`config.mk`:
```
export PLATFORM = sky130hd
export DESIGN_NAME = quad_rate_pid_motor_mixer
export DESIGN_NICKNAME = d
export VERILOG_FILES = /design/src/qrpid_pkg.sv /design/src/qrpid_ctrl.sv /design/src/qrpid_dp.sv /design/src/quad_rate_pid_motor_mixer.sv
export SDC_FILE = /design/constraint.sdc
export NUM_CORES = 2
export LEC_CHECK = 0
export ABC_CLOCK_PERIOD_IN_PS = 16270
export BUFFER_PORTS_ARGS = -buffer_cell sky130_fd_sc_hd__buf_2
export CAP_MARGIN = 20
export CORE_MARGIN = 10
export CORE_UTILIZATION = 35
export CTS_CLUSTER_DIAMETER = 150
export DETAILED_ROUTE_END_ITERATION = 6
export GPL_TIMING_DRIVEN = 0
export HOLD_SLACK_MARGIN = 0.02
export PLACE_DENSITY = 0.55
export SLEW_MARGIN = 40
export SYNTH_ARGS = -nofsm -noshare
export SYNTH_HDL_FRONTEND = slang
export SYNTH_SLANG_ARGS = --single-unit
```
`constraint.sdc`:
```
create_clock -name clk -period 16.27 [get_ports clk]
set_clock_uncertainty 0.05 [all_clocks]
set_input_delay 3.254 -clock clk [delete_from_list [all_inputs] [get_ports clk]]
set_output_delay 3.254 -clock clk [all_outputs]
set_load 0.02 [all_outputs]
```
`src/qrpid_pkg.sv`:
```
// ============================================================================
// qrpid_pkg
// Shared widths, constants, types and helpers for the rate PID motor mixer.
// ============================================================================
package qrpid_pkg;

  // Fixed-point formats
  localparam int RATE_FRAC_BITS = 4;
  localparam int GAIN_FRAC_BITS = 12;
  localparam int PROD_FRAC      = RATE_FRAC_BITS + GAIN_FRAC_BITS;

  // Field widths
  localparam int PULSE_W = 12;
  localparam int ANGLE_W = 16;
  localparam int GAIN_W  = 16;
  localparam int CFG_W   = 48;
  localparam int MOTOR_W = 11;
  localparam int IN_W    = 4 * PULSE_W + 5 * ANGLE_W;
  localparam int OUT_W   = ((4 * MOTOR_W + 7) / 8) * 8;
  localparam int CFG_IDX_W = 2;

  localparam int NUM_AXES    = 3;
  localparam int NUM_MOTORS  = 4;
  localparam int AXIS_W      = 2;
  localparam int MOTOR_IDX_W = 2;

  // Internal widths
  localparam int SP_W    = 14;              // pulse minus dead band edge
  localparam int X_W     = 21;              // set point before the divide by three
  localparam int XA_W    = X_W - 1;         // magnitude of that value
  localparam int Q_W     = XA_W - 1;        // magnitude of the quotient
  localparam int E_W     = 20;              // error
  localparam int D_W     = E_W + 1;         // error difference
  localparam int MUL_W   = 22;              // multiplier operands
  localparam int PROD_W  = 2 * MUL_W;
  localparam int ACC_W   = 40;              // PID accumulation
  localparam int INTEG_W = 28;
  localparam int PID_W   = 26;
  localparam int MIX_W   = 30;

  // Divide by three as a multiply by a rounded-up reciprocal; exact below 2**XA_W
  localparam int DIV_SHIFT = XA_W + 2;
  localparam logic signed [MUL_W-1:0] DIV3_RECIP =
    MUL_W'(((64'd1 << DIV_SHIFT) + 64'd2) / 64'd3);

  // Axis numbering
  localparam logic [AXIS_W-1:0] AX_YAW   = AXIS_W'(0);
  localparam logic [AXIS_W-1:0] AX_PITCH = AXIS_W'(1);
  localparam logic [AXIS_W-1:0] AX_ROLL  = AXIS_W'(2);
  localparam logic [AXIS_W-1:0] LAST_AXIS = AXIS_W'(NUM_AXES - 1);
  localparam logic [MOTOR_IDX_W-1:0] LAST_MOTOR = MOTOR_IDX_W'(NUM_MOTORS - 1);

  // Stick and motor constants
  localparam logic [PULSE_W-1:0] DB_HIGH     = PULSE_W'(1508);
  localparam logic [PULSE_W-1:0] DB_LOW      = PULSE_W'(1492);
  localparam logic [PULSE_W-1:0] YAW_MIN_THR = PULSE_W'(1050);
  localparam logic [PULSE_W-1:0] STICK_LOW   = PULSE_W'(1012);
  localparam logic [PULSE_W-1:0] START_YAW   = PULSE_W'(1500);
  localparam logic [PULSE_W-1:0] STOP_YAW    = PULSE_W'(1988);
  localparam logic [MOTOR_W-1:0] MOTOR_STOP  = MOTOR_W'(1000);
  localparam logic [MOTOR_W-1:0] MOTOR_MIN   = MOTOR_W'(1100);
  localparam logic [MOTOR_W-1:0] MOTOR_MAX   = MOTOR_W'(2000);
  localparam logic signed [X_W-1:0] LEVEL_GAIN = X_W'(15);

  localparam logic signed [ACC_W-1:0] PID_LIMIT = ACC_W'(64'sd400 <<< PROD_FRAC);
  localparam logic signed [MIX_W-1:0] MIX_FLOOR = MIX_W'(64'sd1100 <<< PROD_FRAC);

  // Configuration register indexes
  localparam logic [CFG_IDX_W-1:0] REG_KP = CFG_IDX_W'(0);
  localparam logic [CFG_IDX_W-1:0] REG_KI = CFG_IDX_W'(1);
  localparam logic [CFG_IDX_W-1:0] REG_KD = CFG_IDX_W'(2);

  typedef enum logic [1:0] {
    RUN_STOPPED  = 2'd0,
    RUN_STARTING = 2'd1,
    RUN_STARTED  = 2'd2
  } run_t;

  typedef enum logic [3:0] {
    ST_IDLE, ST_ARM, ST_SP, ST_DIV, ST_ERR, ST_MULP, ST_MULI,
    ST_INTEG, ST_ACCI, ST_PIDS, ST_MIX, ST_DONE
  } ctrl_state_t;

  typedef enum logic [3:0] {
    OP_NONE, OP_CAPTURE, OP_ARM, OP_SETPT, OP_DIV, OP_ERR, OP_MULP,
    OP_MULI, OP_INTEG, OP_ACCI, OP_PIDS, OP_MIX, OP_LOAD
  } dp_op_t;

  typedef struct packed {
    dp_op_t                  op;
    logic [AXIS_W-1:0]       axis;
    logic [MOTOR_IDX_W-1:0]  motor;
  } dp_cmd_t;

  typedef struct packed {
    logic arm_started;   // start/stop machine is in started after this tick
    logic out_free;      // output register can take a new beat
  } dp_status_t;

  function automatic logic [GAIN_W-1:0] gain_pick(input logic [CFG_W-1:0] pack,
                                                  input logic [AXIS_W-1:0] axis);
    logic [GAIN_W-1:0] g;
    case (axis)
      AX_YAW:   g = pack[0 +: GAIN_W];
      AX_PITCH: g = pack[GAIN_W +: GAIN_W];
      AX_ROLL:  g = pack[2 * GAIN_W +: GAIN_W];
      default:  g = '0;
    endcase
    return g;
  endfunction

  function automatic logic signed [ACC_W-1:0] clamp_pid(input logic signed [ACC_W-1:0] v);
    logic signed [ACC_W-1:0] r;
    if (v > PID_LIMIT) r = PID_LIMIT;
    else if (v < -PID_LIMIT) r = -PID_LIMIT;
    else r = v;
    return r;
  endfunction

  // X mixing signs: bit 0 yaw, bit 1 pitch, bit 2 roll; a set bit subtracts
  function automatic logic [NUM_AXES-1:0] mix_neg(input logic [MOTOR_IDX_W-1:0] motor);
    logic [NUM_AXES-1:0] n;
    case (motor)
      2'd0:    n = 3'b110;   // front left
      2'd1:    n = 3'b011;   // front right
      2'd2:    n = 3'b101;   // rear left
      default: n = 3'b000;   // rear right
    endcase
    return n;
  endfunction

  function automatic logic [MOTOR_W-1:0] mix_out(input logic signed [MIX_W-1:0] v);
    logic [MIX_W-PROD_FRAC-1:0] q;
    logic [MOTOR_W-1:0]         r;
    q = v[MIX_W-1:PROD_FRAC];
    if (v < MIX_FLOOR) r = MOTOR_MIN;
    else if (q > (MIX_W-PROD_FRAC)'(MOTOR_MAX)) r = MOTOR_MAX;
    else r = q[MOTOR_W-1:0];
    return r;
  endfunction

endpackage

```
`src/qrpid_ctrl.sv`:
```
// ============================================================================
// qrpid_ctrl
// Sequencer: walks the three axes through the shared multiplier, then mixes.
// ============================================================================
module qrpid_ctrl
  import qrpid_pkg::*;
(
  input  logic       clk,
  input  logic       rst,
  input  logic       in_valid,
  output logic       in_ready,
  input  dp_status_t sts,
  output dp_cmd_t    cmd
);

  ctrl_state_t             state, state_next;
  logic [AXIS_W-1:0]       axis, axis_next;
  logic [MOTOR_IDX_W-1:0]  motor, motor_next;

  always_ff @(posedge clk) begin
    if (rst) begin
      state <= ST_IDLE;
      axis  <= '0;
      motor <= '0;
    end else begin
      state <= state_next;
      axis  <= axis_next;
      motor <= motor_next;
    end
  end

  always_comb begin
    state_next = state;
    axis_next  = axis;
    motor_next = motor;
    in_ready   = 1'b0;
    cmd.op     = OP_NONE;
    cmd.axis   = axis;
    cmd.motor  = motor;
    case (state)
      ST_IDLE: begin
        in_ready = 1'b1;
        if (in_valid) begin
          cmd.op     = OP_CAPTURE;
          state_next = ST_ARM;
        end
      end
      ST_ARM: begin
        cmd.op     = OP_ARM;
        axis_next  = '0;
        motor_next = '0;
        state_next = sts.arm_started ? ST_SP : ST_DONE;
      end
      ST_SP: begin
        cmd.op     = OP_SETPT;
        state_next = ST_DIV;
      end
      ST_DIV: begin
        cmd.op     = OP_DIV;
        state_next = ST_ERR;
      end
      ST_ERR: begin
        cmd.op     = OP_ERR;
        state_next = ST_MULP;
      end
      ST_MULP: begin
        cmd.op     = OP_MULP;
        state_next = ST_MULI;
      end
      ST_MULI: begin
        cmd.op     = OP_MULI;
        state_next = ST_INTEG;
      end
      ST_INTEG: begin
        cmd.op     = OP_INTEG;
        state_next = ST_ACCI;
      end
      ST_ACCI: begin
        cmd.op     = OP_ACCI;
        state_next = ST_PIDS;
      end
      ST_PIDS: begin
        cmd.op = OP_PIDS;
        if (axis == LAST_AXIS) begin
          state_next = ST_MIX;
        end else begin
          axis_next  = axis + AXIS_W'(1);
          state_next = ST_SP;
        end
      end
      ST_MIX: begin
        cmd.op = OP_MIX;
        if (motor == LAST_MOTOR) begin
          state_next = ST_DONE;
        end else begin
          motor_next = motor + MOTOR_IDX_W'(1);
        end
      end
      ST_DONE: begin
        // hold until the output register frees up
        if (sts.out_free) begin
          cmd.op     = OP_LOAD;
          state_next = ST_IDLE;
        end
      end
      default: begin
        state_next = ST_IDLE;
      end
    endcase
  end

endmodule

```
`src/qrpid_dp.sv`:
```
// ============================================================================
// qrpid_dp
// Datapath: gain registers, start/stop state, PID state, shared multiplier,
// mixer and output register.
// ============================================================================
module qrpid_dp
  import qrpid_pkg::*;
(
  input  logic                  clk,
  input  logic                  rst,
  input  dp_cmd_t               cmd,
  output dp_status_t            sts,
  input  logic [IN_W-1:0]       in_data,
  input  logic                  cfg_we,
  input  logic [CFG_IDX_W-1:0]  cfg_index,
  input  logic [CFG_W-1:0]      cfg_data,
  input  logic                  out_ready,
  output logic                  out_valid,
  output logic [OUT_W-1:0]      out_data,
  output logic                  out_started
);

  // Gain registers
  logic [CFG_W-1:0] kp_gains, ki_gains, kd_gains;

  // Captured input beat
  logic        [PULSE_W-1:0] thr, yawp, pitp, rolp;
  logic signed [ANGLE_W-1:0] pang, rang;
  logic signed [ANGLE_W-1:0] rate [NUM_AXES];

  // Loop state
  run_t                      run_status, run_next;
  logic                      run_clear;
  logic signed [INTEG_W-1:0] integ [NUM_AXES];
  logic signed [E_W-1:0]     prev_err [NUM_AXES];
  logic signed [PID_W-1:0]   pid [NUM_AXES];

  // Working registers
  logic        [XA_W-1:0]    x_abs;
  logic                      x_neg;
  logic signed [E_W-1:0]     e_reg;
  logic signed [D_W-1:0]     d_reg;
  logic signed [PROD_W-1:0]  prod;
  logic signed [ACC_W-1:0]   acc;
  logic        [MOTOR_W-1:0] motor_val [NUM_MOTORS];
  logic        [MOTOR_W-1:0] out_motor [NUM_MOTORS];

  // Combinational nets
  logic        [PULSE_W-1:0] sel_pulse;
  logic signed [ANGLE_W-1:0] sel_angle;
  logic signed [SP_W-1:0]    sp0;
  logic signed [X_W-1:0]     x_val;
  logic        [Q_W-1:0]     quot;
  logic signed [E_W-1:0]     sp_val;
  logic signed [E_W-1:0]     e_next;
  logic signed [MUL_W-1:0]   mul_a, mul_b;
  logic signed [ACC_W-1:0]   integ_sum, pid_sum;
  logic        [NUM_AXES-1:0] neg;
  logic signed [MIX_W-1:0]   thr_t, mix_sum;
  logic signed [MIX_W-1:0]   term [NUM_AXES];

  // ---------------------------------------------------------------- arming
  always_comb begin
    run_next  = run_status;
    run_clear = 1'b0;
    if (run_next == RUN_STOPPED && yawp <= STICK_LOW && thr <= STICK_LOW) begin
      run_next = RUN_STARTING;
    end
    if (run_next == RUN_STARTING && yawp == START_YAW && thr <= STICK_LOW) begin
      run_next  = RUN_STARTED;
      run_clear = 1'b1;
    end
    if (run_next == RUN_STARTED && yawp >= STOP_YAW && thr <= STICK_LOW) begin
      run_next = RUN_STOPPED;
    end
  end

  assign sts.arm_started = (run_next == RUN_STARTED);
  assign sts.out_free    = !out_valid || out_ready;

  // ------------------------------------------------------------- set point
  always_comb begin
    case (cmd.axis)
      AX_PITCH: begin
        sel_pulse = pitp;
        sel_angle = pang;
      end
      AX_ROLL: begin
        sel_pulse = rolp;
        sel_angle = rang;
      end
      default: begin
        sel_pulse = (thr > YAW_MIN_THR) ? yawp : START_YAW;  // centered: no yaw demand
        sel_angle = '0;
      end
    endcase
    if (sel_pulse > DB_HIGH) sp0 = signed'(SP_W'(sel_pulse)) - signed'(SP_W'(DB_HIGH));
    else if (sel_pulse < DB_LOW) sp0 = signed'(SP_W'(sel_pulse)) - signed'(SP_W'(DB_LOW));
    else sp0 = '0;
    x_val = (X_W'(sp0) <<< RATE_FRAC_BITS) - X_W'(sel_angle) * LEVEL_GAIN;
  end

  // --------------------------------------------------------------- error
  always_comb begin
    quot   = prod[DIV_SHIFT +: Q_W];
    sp_val = x_neg ? -signed'(E_W'(quot)) : signed'(E_W'(quot));
    e_next = E_W'(rate[cmd.axis]) - sp_val;
  end

  // ------------------------------------------------------ shared multiplier
  always_comb begin
    case (cmd.op)
      OP_DIV: begin
        mul_a = signed'(MUL_W'(x_abs));
        mul_b = DIV3_RECIP;
      end
      OP_MULP: begin
        mul_a = MUL_W'(e_reg);
        mul_b = signed'(MUL_W'(gain_pick(kp_gains, cmd.axis)));
      end
      OP_MULI: begin
        mul_a = MUL_W'(e_reg);
        mul_b = signed'(MUL_W'(gain_pick(ki_gains, cmd.axis)));
      end
      OP_INTEG: begin
        mul_a = MUL_W'(d_reg);
        mul_b = signed'(MUL_W'(gain_pick(kd_gains, cmd.axis)));
      end
      default: begin
        mul_a = '0;
        mul_b = '0;
      end
    endcase
  end

  assign integ_sum = ACC_W'(integ[cmd.axis]) + ACC_W'(prod);
  assign pid_sum   = acc + ACC_W'(integ[cmd.axis]);

  // ------------------------------------------------------------------ mixer
  always_comb begin
    neg   = mix_neg(cmd.motor);
    thr_t = signed'(MIX_W'(thr) << PROD_FRAC);
    for (int i = 0; i < NUM_AXES; i++) begin
      // below the idle throttle the PID terms drop out of the mix
      term[i] = (thr >= STICK_LOW) ? MIX_W'(pid[i]) : '0;
      if (neg[i]) term[i] = -term[i];
    end
    mix_sum = thr_t + term[0] + term[1] + term[2];
  end

  // --------------------------------------------------------- control state
  always_ff @(posedge clk) begin
    if (rst) begin
      kp_gains   <= '0;
      ki_gains   <= '0;
      kd_gains   <= '0;
      run_status <= RUN_STOPPED;
      out_valid  <= 1'b0;
      for (int i = 0; i < NUM_AXES; i++) begin
        integ[i]    <= '0;
        prev_err[i] <= '0;
      end
    end else begin
      if (cfg_we) begin
        case (cfg_index)
          REG_KP:  kp_gains <= cfg_data;
          REG_KI:  ki_gains <= cfg_data;
          REG_KD:  kd_gains <= cfg_data;
          default: ;
        endcase
      end
      if (cmd.op == OP_ARM) begin
        run_status <= run_next;
        if (run_clear) begin
          for (int i = 0; i < NUM_AXES; i++) begin
            integ[i]    <= '0;
            prev_err[i] <= '0;
          end
        end
      end
      if (cmd.op == OP_MULP) prev_err[cmd.axis] <= e_reg;
      if (cmd.op == OP_INTEG) integ[cmd.axis] <= INTEG_W'(clamp_pid(integ_sum));
      if (cmd.op == OP_LOAD) begin
        out_valid <= 1'b1;
      end else if (out_ready) begin
        out_valid <= 1'b0;
      end
    end
  end

  // -------------------------------------------------------------- payload
  always_ff @(posedge clk) begin
    if (cmd.op == OP_DIV || cmd.op == OP_MULP || cmd.op == OP_MULI ||
        cmd.op == OP_INTEG) begin
      prod <= mul_a * mul_b;
    end
    case (cmd.op)
      OP_CAPTURE: begin
        thr     <= in_data[0 +: PULSE_W];
        yawp    <= in_data[PULSE_W +: PULSE_W];
        pitp    <= in_data[2 * PULSE_W +: PULSE_W];
        rolp    <= in_data[3 * PULSE_W +: PULSE_W];
        pang    <= in_data[4 * PULSE_W +: ANGLE_W];
        rang    <= in_data[4 * PULSE_W + ANGLE_W +: ANGLE_W];
        rate[0] <= in_data[4 * PULSE_W + 2 * ANGLE_W +: ANGLE_W];
        rate[1] <= in_data[4 * PULSE_W + 3 * ANGLE_W +: ANGLE_W];
        rate[2] <= in_data[4 * PULSE_W + 4 * ANGLE_W +: ANGLE_W];
      end
      OP_SETPT: begin
        x_neg <= x_val[X_W-1];
        x_abs <= x_val[X_W-1] ? XA_W'(-x_val) : XA_W'(x_val);
      end
      OP_ERR:  e_reg <= e_next;
      OP_MULP: d_reg <= D_W'(e_reg) - D_W'(prev_err[cmd.axis]);
      OP_MULI: acc <= ACC_W'(prod);
      OP_ACCI: acc <= acc + ACC_W'(prod);
      OP_PIDS: pid[cmd.axis] <= PID_W'(clamp_pid(pid_sum));
      OP_MIX:  motor_val[cmd.motor] <= mix_out(mix_sum);
      OP_LOAD: begin
        out_started <= (run_status == RUN_STARTED);
        for (int m = 0; m < NUM_MOTORS; m++) begin
          out_motor[m] <= (run_status == RUN_STARTED) ? motor_val[m] : MOTOR_STOP;
        end
      end
      default: ;
    endcase
  end

  assign out_data = {(OUT_W - 4 * MOTOR_W)'(0), out_motor[3], out_motor[2],
                     out_motor[1], out_motor[0]};

endmodule

```
`src/quad_rate_pid_motor_mixer.sv`:
```
// ============================================================================
// quad_rate_pid_motor_mixer
// Rate-mode PID loop with stick arming and X-frame four-motor mixing.
// ============================================================================
// Usage:
//   Send one beat per control tick on the s_axis group: four receiver pulses,
//   the pitch and roll angles and the three body rates. One result beat comes
//   back on the m_axis group with the four motor pulses in tdata and the
//   started flag in tuser.
//   Gains are written through cfg_we / cfg_index / cfg_data while the block
//   is idle: index 0 Kp, 1 Ki, 2 Kd, each three Q4.12 gains (yaw, pitch, roll).
// Timing:
//   A started tick arms, then runs each axis for 8 steps through the one
//   shared multiplier (divide by three, then the P, I and D products),
//   followed by 4 mixing steps, one per motor; a tick that leaves the block
//   stopped skips from arming to the result. The next beat is taken in the
//   cycle after the result is written into the output register, so a new
//   tick may start while an older result waits.
// Reset:
//   rst clears the gains, puts the arming machine in stopped, clears the
//   integral and previous-error state and empties the output register.
// Backpressure:
//   While m_axis_tready is low the result holds; a finished tick then waits
//   in the sequencer and s_axis_tready stays low.
module quad_rate_pid_motor_mixer
  import qrpid_pkg::*;
(
  input  logic                 clk,
  input  logic                 rst,
  // throttle, yaw, pitch, roll pulses (12b each), pitch_angle, roll_angle,
  // rate_yaw, rate_pitch, rate_roll (16b each), lowest bit first
  input  logic [IN_W-1:0]      s_axis_tdata,
  input  logic                 s_axis_tvalid,
  output logic                 s_axis_tready,
  // motor_a, motor_b, motor_c, motor_d (11b each), zero padding on top
  output logic [OUT_W-1:0]     m_axis_tdata,
  // is_started
  output logic                 m_axis_tuser,
  output logic                 m_axis_tvalid,
  input  logic                 m_axis_tready,
  input  logic                 cfg_we,
  input  logic [CFG_IDX_W-1:0] cfg_index,
  input  logic [CFG_W-1:0]     cfg_data
);

  dp_cmd_t    cmd;
  dp_status_t sts;

  // Sequencer: one axis or motor step per cycle; a full output stalls it
  qrpid_ctrl u_ctrl (
    .clk      (clk),
    .rst      (rst),
    .in_valid (s_axis_tvalid),
    .in_ready (s_axis_tready),
    .sts      (sts),
    .cmd      (cmd)
  );

  // Arithmetic, loop state and the output register
  qrpid_dp u_dp (
    .clk         (clk),
    .rst         (rst),
    .cmd         (cmd),
    .sts         (sts),
    .in_data     (s_axis_tdata),
    .cfg_we      (cfg_we),
    .cfg_index   (cfg_index),
    .cfg_data    (cfg_data),
    .out_ready   (m_axis_tready),
    .out_valid   (m_axis_tvalid),
    .out_data    (m_axis_tdata),
    .out_started (m_axis_tuser)
  );

  // A stopped result drives every motor at the stop pulse
  a_stopped_motors: assert property (@(posedge clk) disable iff (rst)
    m_axis_tvalid && !m_axis_tuser |->
      m_axis_tdata[0 +: MOTOR_W] == MOTOR_STOP &&
      m_axis_tdata[MOTOR_W +: MOTOR_W] == MOTOR_STOP &&
      m_axis_tdata[2 * MOTOR_W +: MOTOR_W] == MOTOR_STOP &&
      m_axis_tdata[3 * MOTOR_W +: MOTOR_W] == MOTOR_STOP)
    else $error("stopped beat with a running motor value");

  // A started result keeps the first and last motor inside the flight range
  a_started_range: assert property (@(posedge clk) disable iff (rst)
    m_axis_tvalid && m_axis_tuser |->
      m_axis_tdata[0 +: MOTOR_W] >= MOTOR_MIN &&
      m_axis_tdata[0 +: MOTOR_W] <= MOTOR_MAX &&
      m_axis_tdata[3 * MOTOR_W +: MOTOR_W] >= MOTOR_MIN &&
      m_axis_tdata[3 * MOTOR_W +: MOTOR_W] <= MOTOR_MAX)
    else $error("started beat with a motor value outside the flight range");

  // One tick at a time: an accepted beat closes the input side
  a_one_tick: assert property (@(posedge clk) disable iff (rst)
    s_axis_tvalid && s_axis_tready |=> !s_axis_tready)
    else $error("input accepted while a tick is in flight");

endmodule
```
Yosys cells after proc, flatten, opt, wreduce, memory -nomap -nowiden
Memory sizes are Yosys's and may differ from the RTL's. A register that Yosys moved wholly into a read port is not among the register bits. Cells that the tools add are included.

Output and inout port bits: 51. Flip-flop bits (word level): 379. Memory bits (writable): 358. Word-level logic and storage cells: 227. Memories: 6.

Memories: u_dp.integ (words 3, width 28, rd ports 1, clocked after memory_dff 1, wr ports 3, RTL line qrpid_dp.sv:34) `logic signed [INTEG_W-1:0] integ [NUM_AXES];`; u_dp.pid (words 3, width 26, rd ports 3, clocked after memory_dff 0, wr ports 1, RTL line qrpid_dp.sv:36) `logic signed [PID_W-1:0] pid [NUM_AXES];`; u_dp.prev_err (words 3, width 20, rd ports 1, clocked after memory_dff 1, wr ports 3, RTL line qrpid_dp.sv:35) `logic signed [E_W-1:0] prev_err [NUM_AXES];`; u_dp.rate (words 3, width 16, rd ports 1, clocked after memory_dff 1, wr ports 3, RTL line qrpid_dp.sv:29) `logic signed [ANGLE_W-1:0] rate [NUM_AXES];`; u_dp.motor_val (words 4, width 11, rd ports 4, clocked after memory_dff 0, wr ports 1, RTL line qrpid_dp.sv:45) `logic [MOTOR_W-1:0] motor_val [NUM_MOTORS];`; u_dp.out_motor (words 4, width 11, rd ports 4, clocked after memory_dff 0, wr ports 4, RTL line qrpid_dp.sv:46) `logic [MOTOR_W-1:0] out_motor [NUM_MOTORS];`.

Multiply operators: 2. Mux-type cells: 92. Bitwise operators: 6. Equal/unequal tests: 40. Add/sub/neg operators: 18. Magnitude comparators: 13. Reduce and logical (&&, ||, !) cells: 29.

Operators by type and width (count): 28-bit two-way mux (8); 30-bit two-way mux (6); 16-bit case mux with 3 select lines (3); 20-bit two-way mux (6); 4-bit case mux with 12 select lines (2); 30-bit negator (3); 21-bit case mux with 4 select lines (1); 40-bit by 26-bit > comparator with 1-bit output, second input constant (2); 40-bit by 26-bit < comparator with 1-bit output, second input constant (2); 40-bit case mux with 2 select lines (1); 26-bit two-way mux (3); 11-bit two-way mux (7); 22-bit case mux with 3 select lines (1); 30-bit adder (2); 22-bit by 22-bit multiplier with 41-bit output (1); 28-bit by 40-bit adder with 40-bit output (1); 40-bit by 28-bit adder with 40-bit output (1); 40-bit adder (1); 4-bit == test, second input constant (9); 4-bit by 3-bit == test with 1-bit output, second input constant (8); 16-bit case mux with 2 select lines (1); 29-bit by 30-bit adder with 30-bit output (1); 30-bit by 28-bit < comparator with 1-bit output, second input constant (1); 14-bit two-way mux (2); other kinds (40) (127).

Logic depth before layout (Yosys ltp)
Depth after elaboration: 15. Mapped depth: 38. Mapped depth without buffers: 32.

Modules after synthesis
A second synthesis with hierarchy kept.

Cell total of the unflattened synthesis: 6064. Area total of the unflattened synthesis: 60988.5 um2.

Modules (own cells, without submodules): qrpid_dp (cells each 5996, times used 1, area an instance 60434.2 um2, sequential area each 21861.0 um2); qrpid_ctrl (cells each 68, times used 1, area an instance 554.3 um2, sequential area each 160.2 um2).

Worst setup path before layout
Ideal clock, no wire load.

Path kind: reg2reg. Start: register u_ctrl.state[2]. End: register u_dp.prod[40], data pin. Required time: 15.960 ns. Cell stages (with the launch flop): 32. Clock period less this slack: 10.860 ns. Path buffers: 3. Setup slack: 5.410 ns. Arrival time: 10.550 ns. Library setup time: 0.260 ns. Cell sequence: dfxtp_1 > clkbuf_1 > nand2_1 > a21oi_1 > nand2b_1 > clkbuf_1 > nor2_1 > clkbuf_1 > nand2_1 > fa_1 > fa_1 > inv_1 > fa_1 > fa_1 > inv_1 > fa_1 > fa_1 > fa_1 > inv_1 > ha_1 > a21o_1 > a21o_1 > a21o_1 > a21oi_1 > o21ai_0 > a2111oi_0 > a211o_1 > o21ai_0 > or4_1 > a31oi_1 > o21ai_0 > xnor2_1.

Word-level cells in the longest chain between the ends: 6. Elaborated cells between the ends (all ways): 21. Classes of those cells: mul (1); eq/ne (15); mux (3); reduce/logical (2).

Ends and longest elaborated chain: start: declaration (RTL line qrpid_ctrl.sv:16) `ctrl_state_t state, state_next;`; start signal: assignment (RTL line qrpid_ctrl.sv:26) `state <= state_next;`; 4-bit == test (tied with other cells) (RTL line qrpid_ctrl.sv:40) `case (state)`; 4-bit case mux with 12 select lines * (RTL line qrpid_ctrl.sv:40); 4-bit by 3-bit == test with 1-bit output (RTL line qrpid_dp.sv:112) `case (cmd.op)`; 2-bit OR reduction (no source line); 22-bit case mux with 3 select lines (RTL line qrpid_dp.sv:112); 22-bit by 22-bit multiplier with 41-bit output * (RTL line qrpid_dp.sv:195) `prod <= mul_a * mul_b;`; end signal: assignment (RTL line qrpid_dp.sv:195); end: declaration (RTL line qrpid_dp.sv:43) `logic signed [PROD_W-1:0] prod;`.

Every way passes the cells marked *; elsewhere a longest branch is shown, timed or not. A chain may end at the register's enable or synchronous reset.

Worst setup path in the final report
Start: register u_ctrl.axis[0]. End: register u_dp.prod[40], data pin.

Word-level cells in the longest chain between the ends: 4. Elaborated cells between the ends (all ways): 8. Classes of those cells: mul (1); eq/ne (2); mux (4); reduce/logical (1).

Ends and longest elaborated chain: start: declaration (RTL line qrpid_ctrl.sv:17) `logic [AXIS_W-1:0] axis, axis_next;`; start signal: assignment (RTL line qrpid_ctrl.sv:27) `axis <= axis_next;`; 2-bit == test (tied with other cells) (RTL line qrpid_pkg.sv:103) `case (axis)`; 16-bit case mux with 3 select lines (RTL line qrpid_pkg.sv:103); 21-bit case mux with 4 select lines * (RTL line qrpid_dp.sv:112); 22-bit by 22-bit multiplier with 41-bit output * (RTL line qrpid_dp.sv:195).

Marked as above.

==> results by group <==
Yosys
  – Yosys reg bits: 787
  – Distinct cells, synth: 107
  – Largest family of logic cells by synthesized area: adder cells
  – Post-synthesis mux area share: 0.0237
  – Compound-Gate Fraction of Synth Area: 0.137
  – EDFF count, synth: 630
  – Post-Synth XOR/XNOR Area: 0.0404
  – Ys flop type: edfxtp_1
  – Yosys warnings: 0
  – Cells after Synth: 6005
  – Avg Inst Size Synth: 10.1 um^2
  – Syn Std Cell Area: 0.0607 mm^2
  – Async SR Flop Fraction: 0
  – Sequential fraction of the synthesis area: 0.363
  – Adder-cell share of the synthesized area: 0.240
  – Synth Area in Simple Gates: 0.142

Timing
  – Relative slew slack: 0.379
  – Final count of pins violating max slew: 0
  – Fin Setup TNS: 0 ns
  – Worst-margin pin slew: 0.931 ns
  – RSZ-0062 raised after global routing: no
  – Final hold viol count: 0
  – Min Tclk post-route: 12.17 ns
  – Fmax: 82.2 MHz
  – Tcrit/Tclk final: 0.748
  – Setup-failing EPs final: 0

Finish
  – Top Registers: u_dp.integ: 112 flops, u_dp.prev_err: 80 flops, u_dp.pid: 78 flops
  – Register area: 0.0221 mm^2
  – Layout cells sized above 1: 0.0938
  – Max reg flops: 112
  – Biggest register: u_dp.integ
  – Multi-input gate area: 0.0357 mm^2
  – Fill cell count: 16900
  – Final #Nets: 7426
  – Layout area overhead: 12.6%

GRT
  – Vias in the first global route: 47200
  – First-pass GRT wire length: 300 mm
  – GRT overflow: 0
  – Number of antenna violations at the first check in global routing: 4
  – Total track usage: 0.205
  – Largest net degree at the start of global routing: 47

Die
  – Die height: 436 um
  – Starting Density: 0.353
  – Die area: 0.191 mm^2
  – Io pins: 234
  – Die Span X: 436 um
  – Core footprint: 0.172 mm^2
  – Row count: 152

Flow run
  – Max_cap viols: 0

Detailed routing
  – DRT iter0 DRCs: 4491
  – Via count: 47100
  – DR vias/cell: 5.38
  – Routed Antenna Nets: 0
  – Wirelength per Cell: 22.9 um
  – Drt pass-1 iters: 7
  – Final WL: 201 mm
  – DRC viols: 4

Clock network
  – Post-CTS Resized: 0
  – Worst-Skew Late Latency: 0.73 ns
  – Clock transition at path regs: 0.06 ns
  – CTS sink count: 787
  – Hold Buf Count CTS: 0
  – Root Driver: clkbuf_16
  – CTS buffer count: 87
  – CTS tree: yes
  – Clk buf depth: 3
  – Post-CTS setup buffer count: 0
  – H-tree levels: 3

Setup path
  – Crit-path max cell delay: 0.74 ns
  – Top cell by count, worst path: fa_1
  – Slowest CP cell: buf_1
  – Startpoint Class: flip-flop
  – Crit end category: flip-flop
  – Critical Path AT: 12.58 ns
  – Crit path kind: flip-flop to flip-flop
  – Crit-path max FO: 10
  – Critical Path RT: 16.68 ns

Power
  – Sw Share: 0.385
  – Reg power frac: 0.338
  – Max VDD drop: 0.106 mV
  – Logic pwr share: 0.406
  – Leak: 28.0 nW
  – Clk pwr share: 0.256
  – Pwr/cell area: 114 mW/mm^2
  – Int Power: 0.00479 W
  – Power Total: 0.00779 W
  – Sw Pwr: 0.00300 W

Outcome
  – Failing checks: DRC
  – Status: complete, but fails checks

Placed design
  – HPWL after detailed placement: 161 mm
  – GP Congestion: 0.950
  – IO buf count: 229

Worst hold path
  – Worst hold path type: flip-flop to flip-flop
## cells in the final DEF, fill, tap and decap left out, types with 132 or more instances in the layout
| cell | count |
|---|---|
| nor2_1 | 428 |
| clkbuf_1 | 226 |
| inv_1 | 600 |
| nand2_1 | 759 |
| xor2_1 | 132 |
| dfxtp_1 | 157 |
| xnor2_1 | 148 |
| o21ai_0 | 197 |
| nor3_1 | 156 |
| ha_1 | 382 |
| buf_2 | 252 |
| a21oi_1 | 371 |
| fa_1 | 488 |
| edfxtp_1 | 630 |
## final timing paths
| path | from | endpoint | slack, ns | depth (start not counted) |
|---|---|---|---|---|
| min reg2reg | u_dp.kp_gains[13] | u_dp.kp_gains[13] | 0.41 | 2 |
| min | u_dp.kp_gains[13] | u_dp.kp_gains[13] | 0.41 | 2 |
| max | u_ctrl.axis[0] | u_dp.prod[40] | 4.10 | 36 |
| max reg2reg | u_ctrl.axis[0] | u_dp.prod[40] | 4.10 | 36 |
## layout make-up
cell class | instances | area share
Clock buffer | 116 | 0.0345
Inverter | 601 | 0.0330
Timing Repair Buffer | 270 | 0.0232
Clock inverter | 41 | 0.00701
Tap cell | 2310 | 0.0423
Sequential cell | 787 | 0.323
Buffer | 254 | 0.0150
Multi-Input combinational cell | 4372 | 0.522
Antenna cell | 2 | 0.0000732
## power by group through the flow
stage | combinational, W | clock, W | sequential, W
2_1_floorplan | 0.00226 | 0 | 0.00262
3_3_place_gp | 0.00306 | 0 | 0.00269
3_5_place_dp | 0.00313 | 0 | 0.00267
4_1_cts | 0.00316 | 0.00203 | 0.00263
5_1_grt | 0.00352 | 0.00210 | 0.00264
6_report | 0.00316 | 0.00200 | 0.00263
## Yosys cell counts, drive strengths merged, types with 27 or more instances
master	instances	area, um^2
a211oi	28	220
a21o	114	860
a21oi	382	1960
a222oi	49	490
a31oi	52	340
and2	78	488
and3	96	601
buf	37	185
clkbuf	217	815
dfxtp	157	3140
edfxtp	630	18900
fa	488	9770
ha	382	4780
inv	601	2260
mux2i	30	300
mux4	48	1080
nand2	766	2880
nand2b	69	432
nand3	74	375
nor2	441	1660
nor2b	46	288
nor3	162	811
o211ai	27	203
o21a	47	353
o21ai	215	1080
o21bai	27	206
o31ai	31	233
xnor2	148	1300
xor2	132	1160
## per-layer routing
layer	wire length, um	global-route usage	vias to the layer above
met4	6960	0.0668	0
li1	-	-	21800
met3	13000	0.0330	295
met5	0	0	-
met2	92700	0.332	1565
met1	88000	0.279	23500
## worst max-delay path, delay by kind of cell, from the launching register on
kind            cells  cell delay (ns)
fa+ha+maj           9             4.16
buf+inv            10             3.28
compound gates     11             2.19
simple gates        5             1.38
xor+xnor            1             0.45
flops               1             0.33
## kinds of logic after synthesis
kind of cell,Yosys count
XOR/XNOR,280
AND/OR/NAND/NOR,1889
multiplexers,83
other,2
AO/OA/AOI/OAI,1239
adder cells (fa/ha/maj),870
flip-flops,787
buffers and inverters,855
## through the flow
step / worst slack (ns) / util / instances / hold WS, ns / area [um^2]
global route: 3.50 / 0.397 / 8752 / 0.421 / 68400
finish: 4.10 / 0.397 / 8753 / 0.407 / 68400
CTS: 3.61 / 0.397 / 8748 / 0.404 / 68300
detailed placement: 3.65 / 0.380 / 8591 / 0.396 / 65500
floorplan: 5.41 / - / 6014 / 0.386 / 60700
global placement: 1.37 / 0.376 / 8553 / 0.391 / 64800
Power figures use the tool's default switching activity.
